--- config.mk ---
export PLATFORM = sky130hd
export DESIGN_NAME = ppd_sqrt
export DESIGN_NICKNAME = d
export VERILOG_FILES = /design/src/rtl/ppd_pkg.sv /design/src/rtl/ppd_sqrt.sv
export SDC_FILE = /design/constraint.sdc
export NUM_CORES = 2
export LEC_CHECK = 0
export BUFFER_PORTS_ARGS = -buffer_cell sky130_fd_sc_hd__buf_2
export CORE_MARGIN = 5
export CORE_UTILIZATION = 45
export CTS_BUF_LIST = sky130_fd_sc_hd__clkbuf_4 sky130_fd_sc_hd__clkbuf_8
export DETAILED_ROUTE_END_ITERATION = 8
export SLEW_MARGIN = 20
export SYNTH_ARGS = -nofsm -noshare
export SYNTH_HDL_FRONTEND = slang
export SYNTH_MEMORY_MAX_BITS = 65536
export SYNTH_SLANG_ARGS = --single-unit
--- constraint.sdc ---
create_clock -name clk -period 6.65 [get_ports clk]
set_input_delay 0.9975 -clock clk [delete_from_list [all_inputs] [get_ports clk]]
set_output_delay 0.9975 -clock clk [all_outputs]
set_load 0.03 [all_outputs]
--- src/rtl/ppd_pkg.sv ---
// ---------------------------------------------------------------------------
// ppd_pkg
// Widths, latencies and constant tables of the point distance pipeline.
// ---------------------------------------------------------------------------
package ppd_pkg;

  localparam int unsigned COORD_W    = 32;
  localparam int unsigned DIST_W     = 33;
  localparam int unsigned EUCL_RAD_W = 66;
  localparam int unsigned GEO_RAD_W  = 62;
  localparam int unsigned TRIG_LAT   = 28;
  localparam int unsigned COS_STEPS  = 10;
  localparam int unsigned ASIN_TERMS = 8;

  localparam logic [30:0] Q30_ONE     = 31'h4000_0000;
  localparam logic [30:0] HALF_PI_Q30 = 31'd1686629713;
  localparam logic [28:0] RADIUS_Q16  = 29'd418014036;

  // exact floor(y / n) for y < 2^32: (y * COS_RCP) >> COS_SHIFT
  localparam logic [32:0] COS_RCP [COS_STEPS] = '{
    33'(((64'd1 << 41) + 64'd379) / 64'd380),
    33'(((64'd1 << 41) + 64'd305) / 64'd306),
    33'(((64'd1 << 40) + 64'd239) / 64'd240),
    33'(((64'd1 << 40) + 64'd181) / 64'd182),
    33'(((64'd1 << 40) + 64'd131) / 64'd132),
    33'(((64'd1 << 39) + 64'd89) / 64'd90),
    33'(((64'd1 << 38) + 64'd55) / 64'd56),
    33'(((64'd1 << 37) + 64'd29) / 64'd30),
    33'(((64'd1 << 36) + 64'd11) / 64'd12),
    33'(((64'd1 << 33) + 64'd1) / 64'd2)
  };

  localparam int unsigned COS_SHIFT [COS_STEPS] = '{41, 41, 40, 40, 40, 39, 38, 37, 36, 33};

  localparam logic signed [31:0] ASIN_COEF [ASIN_TERMS] = '{
    32'sd1686629690, -32'sd230423709, 32'sd95540460, -32'sd53874249,
    32'sd33169905, -32'sd18348235, 32'sd7161953, -32'sd1355590
  };

endpackage

--- src/rtl/ppd_sqrt.sv ---
// ---------------------------------------------------------------------------
// ppd_sqrt
// Pipelined integer square root, one root bit per register stage.
// ---------------------------------------------------------------------------
module ppd_sqrt
  import ppd_pkg::*;
#(
  parameter  int unsigned RAD_W  = EUCL_RAD_W,
  localparam int unsigned ROOT_W = RAD_W / 2
)
(
  input  logic              clk,
  input  logic              en,
  input  logic [RAD_W-1:0]  rad_i,
  output logic [ROOT_W-1:0] root_o
);

  localparam int unsigned REM_W = ROOT_W + 2;

  logic [REM_W-1:0]  rem_r [ROOT_W];
  logic [REM_W-1:0]  rem_nxt [ROOT_W];
  logic [ROOT_W-1:0] root_r [ROOT_W];
  logic [ROOT_W-1:0] root_nxt [ROOT_W];
  logic [RAD_W-1:0]  rad_r [ROOT_W];
  logic [RAD_W-1:0]  rad_nxt [ROOT_W];
  logic [REM_W-1:0]  rem_p, rem_s, trial;
  logic [ROOT_W-1:0] root_p;
  logic [RAD_W-1:0]  rad_p;

  always_comb begin
    for (int j = 0; j < ROOT_W; j++) begin
      if (j == 0) begin
        rem_p  = '0;
        root_p = '0;
        rad_p  = rad_i;
      end else begin
        rem_p  = rem_r[j-1];
        root_p = root_r[j-1];
        rad_p  = rad_r[j-1];
      end
      rem_s = {rem_p[REM_W-3:0], rad_p[RAD_W-1 -: 2]};
      trial = {root_p, 2'b01};
      if (rem_s >= trial) begin
        rem_nxt[j]  = rem_s - trial;
        root_nxt[j] = {root_p[ROOT_W-2:0], 1'b1};
      end else begin
        rem_nxt[j]  = rem_s;
        root_nxt[j] = {root_p[ROOT_W-2:0], 1'b0};
      end
      rad_nxt[j] = {rad_p[RAD_W-3:0], 2'b00};
    end
  end

  always_ff @(posedge clk) begin
    if (en) begin
      for (int j = 0; j < ROOT_W; j++) begin
        rem_r[j]  <= rem_nxt[j];
        root_r[j] <= root_nxt[j];
        rad_r[j]  <= rad_nxt[j];
      end
    end
  end

  assign root_o = root_r[ROOT_W-1];

endmodule

==> metrics <==
cell count after synthesis=between 9,000 and 10,000; Final WS setup=~2400 ps; Net Count, Synth=just over 10,000; clk slew on worst S/H paths=~60 ps; post-synthesis sequential area ratio=between 60% and 70%; CTS root buf=clkbuf_8; synthesized area=approximately 0.12 sq mm; TritonCTS clock tree=built; worst hold path class=input port to flop; Placement Setup Slack=2461 ps; GRT overflow=0; Initial DRC Count=between 5,000 and 6,000; H-tree levels=5; relative slew slack=a little over a quarter; Post-synth top flop=edfxtp_1; Area Growth Syn to Fin=11.51%; # rows=~190; FF-to-FF End=rem_r[0][566]$_DFFE_PP_; Synth top area share=64.13%; wire per inst=19.28 um; worst-case clock buffer depth=4; Max VDD drop=about 0.18 mV; Final Instance Area=0.1370 sq mm; Slew Limit Fails=0; status=complete, no violations; Initial Util=~45%; Pre-Repair DR Iteration Count=6; Tcrit/Tclk final=a little under two thirds; synthesized area per cell=around 13 sq um; Post-synth EDFFs=2,624; final WL=between 200 and 300 mm; setup TNS=0 ps; Final #Nets=between 10,000 and 15,000; #FFs+latches synth=about 2,600; crit path max fanout=34; DRT antenna net count=0; Synth area leader=edfxtp_1; critical path class=flop to flop; post-layout util=between 50% and 60%; commonest non-fill, non-tap cell in the layout=edfxtp_1; number of global-route vias before repair=approximately 75,000; Fill cells=about 23,000; Worst-Skew Late Latency=1080 ps; share of cells above drive strength 1=approximately a tenth; GP Congestion=~0.9; Hold Startpoint=rad_i[18]; Yosys cell types=between 90 and 100; synth top area cells=edfxtp_1 (64%), ha_1 (6.1%), xnor2_1 (3.0%); Global Route Usage Sum=between 10% and 20%; most frequent cells in the layout=edfxtp_1 (2,624), inv_1 (750), nand2_1 (684); reg-to-reg startpoint=root_r[0][495]$_DFFE_PP_; die width=approximately 530 um; CP endpoint kind=flop; Critical Path RT=around 7400 ps; total core area=between 0.2 and 0.3 sq mm; DIE HEIGHT=532.5 um; RSZ-0062 raised after global routing=no; R2R Setup Slk=roughly 2400 ps; initial antenna violation count=1; post-CTS sizing=0; final setup violation count=0; largest net degree at the start of global routing=approximately 190; I/O Pins=a little over 100; WHS Path Cells=1; max-cap check violation count=0; CP startpoint kind=flop; CTS buffer count=433; Hold Slack=between 150 and 200 ps; DR vias/cell=roughly 5.4; f_max=236.0 MHz; leakage=approximately 52 nW; Pwr Density=between 300 and 400 mW/mm^2; final clock skew=approximately 100 ps; synth warn=0; global-route wire length before repair=421.0 mm; R2R depth=10; Worst Tran Pin Value=1074 ps; # DRC=0; Worst EP arrival=4980 ps; min cycle time layout=between 4000 and 5000 ps; number of I/O port buffers=100; Hold Vio Cnt, Final=0; die area=roughly 0.28 sq mm; CTS Sinks=approximately 2,600; routed via count=~76,000; placed cell areas=~0.13 sq mm; WHS Endpoint=rad_r[0][18]$_DFFE_PP_; Post-synth ARST share=0%; HPWL after detailed placement=187.1 mm
## routing by layer
metal	wire (um)	global-route usage (%)
met1	120200	24.66
met2	129000	30.90
met3	10770	2.337
met4	8624	6.095
met5	0	0
## flip-flops by register name, indices dropped and copies added, names as in the netlist
signal and flops:
root_r 561, rem_r 1007, rad_r 1056
## synth_stat cells (12+ instances only)
cell,n
edfxtp_1,2624
inv_1,750
nand2_1,684
ha_1,595
a21oi_1,580
nor2_1,570
o21ai_0,527
xnor2_1,416
xor2_1,410
a21o_1,248
nor3_1,225
clkbuf_1,181
nand3_1,174
nor4_1,124
o21a_1,118
nand4_1,112
nand2b_1,99
mux2_2,96
or3_1,86
nor2b_1,80
o31ai_1,69
a31oi_1,60
a211oi_1,57
or4_1,55
and3_1,52
o21bai_1,48
o211ai_1,45
and2_1,42
or2_2,33
a21boi_0,28
nor3b_1,25
nand3b_1,22
and4_1,19
a211o_1,17
a2111oi_0,16
nand4b_1,15
o41ai_1,15
buf_1,14
o2111ai_1,14
o22ai_1,14
a221oi_1,13
a31o_2,13
a311oi_1,12
## cell type report
type                            instances  area [sq um]  area share [%]
Clock inverter                        229          1764           1.288
Sequential cell                      2624         78800           57.51
Tap cell                             3570          4467           3.260
Multi-Input combinational cell       5988         40590           29.62
Clock buffer                          554          6880           5.021
Antenna cell                            2         5.005        0.003653
Timing Repair Buffer                  209          1682           1.227
Inverter                              757          2841           2.074
## cells by family (layout without fill, tap and decap cells)
| group | Yosys count | after routing | share of synthesized area [%] |
|---|---|---|---|
| flip-flops | 2624 | 2624 | 64.13 |
| buffers and inverters | 959 | 1749 | 2.954 |
| multiplexers | 104 | 104 | 0.9450 |
| AO/OA/AOI/OAI | 1994 | 1994 | 10.10 |
| XOR/XNOR | 826 | 826 | 5.888 |
| AND/OR/NAND/NOR | 2468 | 2468 | 9.923 |
| adder cells (fa/ha/maj) | 595 | 595 | 6.059 |
| other | 1 | 3 | 0.003052 |
## worst max path at each step
stage / from / cells after the start / slack (ps) / endpoint
2_1_floorplan: rem_r[0][459]$_DFFE_PP_ / 10 / 3310 / rem_r[0][504]$_DFFE_PP_
3_5_place_dp: root_r[0][495]$_DFFE_PP_ / 10 / 2460 / rem_r[0][570]$_DFFE_PP_
4_1_cts: rem_r[0][910]$_DFFE_PP_ / 10 / 2430 / rem_r[0][977]$_DFFE_PP_
5_1_grt: rem_r[0][265]$_DFFE_PP_ / 11 / 2080 / rem_r[0][300]$_DFFE_PP_
6_report: root_r[0][495]$_DFFE_PP_ / 10 / 2410 / rem_r[0][566]$_DFFE_PP_
3_3_place_gp: root_r[0][495]$_DFFE_PP_ / 10 / 2540 / rem_r[0][570]$_DFFE_PP_
## worst max-delay path: stages, from the launching register on
cell and delay, ps:
edfxtp_1 350, inv_1 50, ha_1 330, o21a_1 130
o21a_1 180, o21a_1 180, o311a_1 340, o21ai_0 340
nor3b_1 480, clkinv_1 960, mux2_2 600
## report_power, final
part	leakage [nW]	switching, W	internal [W]
logic	22.5	0.00633	0.00442
clock network	4.54	0.00662	0.00755
registers	25.3	0.00150	0.0211
## through the flow
| stage | power, W | std cells |
|---|---|---|
| floorplan | 0.03004 | 9571 |
| global placement | 0.03347 | 13090 |
| detailed placement | 0.03354 | 13090 |
| CTS | 0.04810 | 13930 |
| global route | 0.05025 | 13930 |
| finish | 0.04748 | 13930 |
## repair_timing
action                    4_1_cts  5_1_grt
hold endpoints to repair       54        0
setup buffers                   0        0
hold buffers                   54        0
Note: power is estimated with default switching activity, not from simulation.
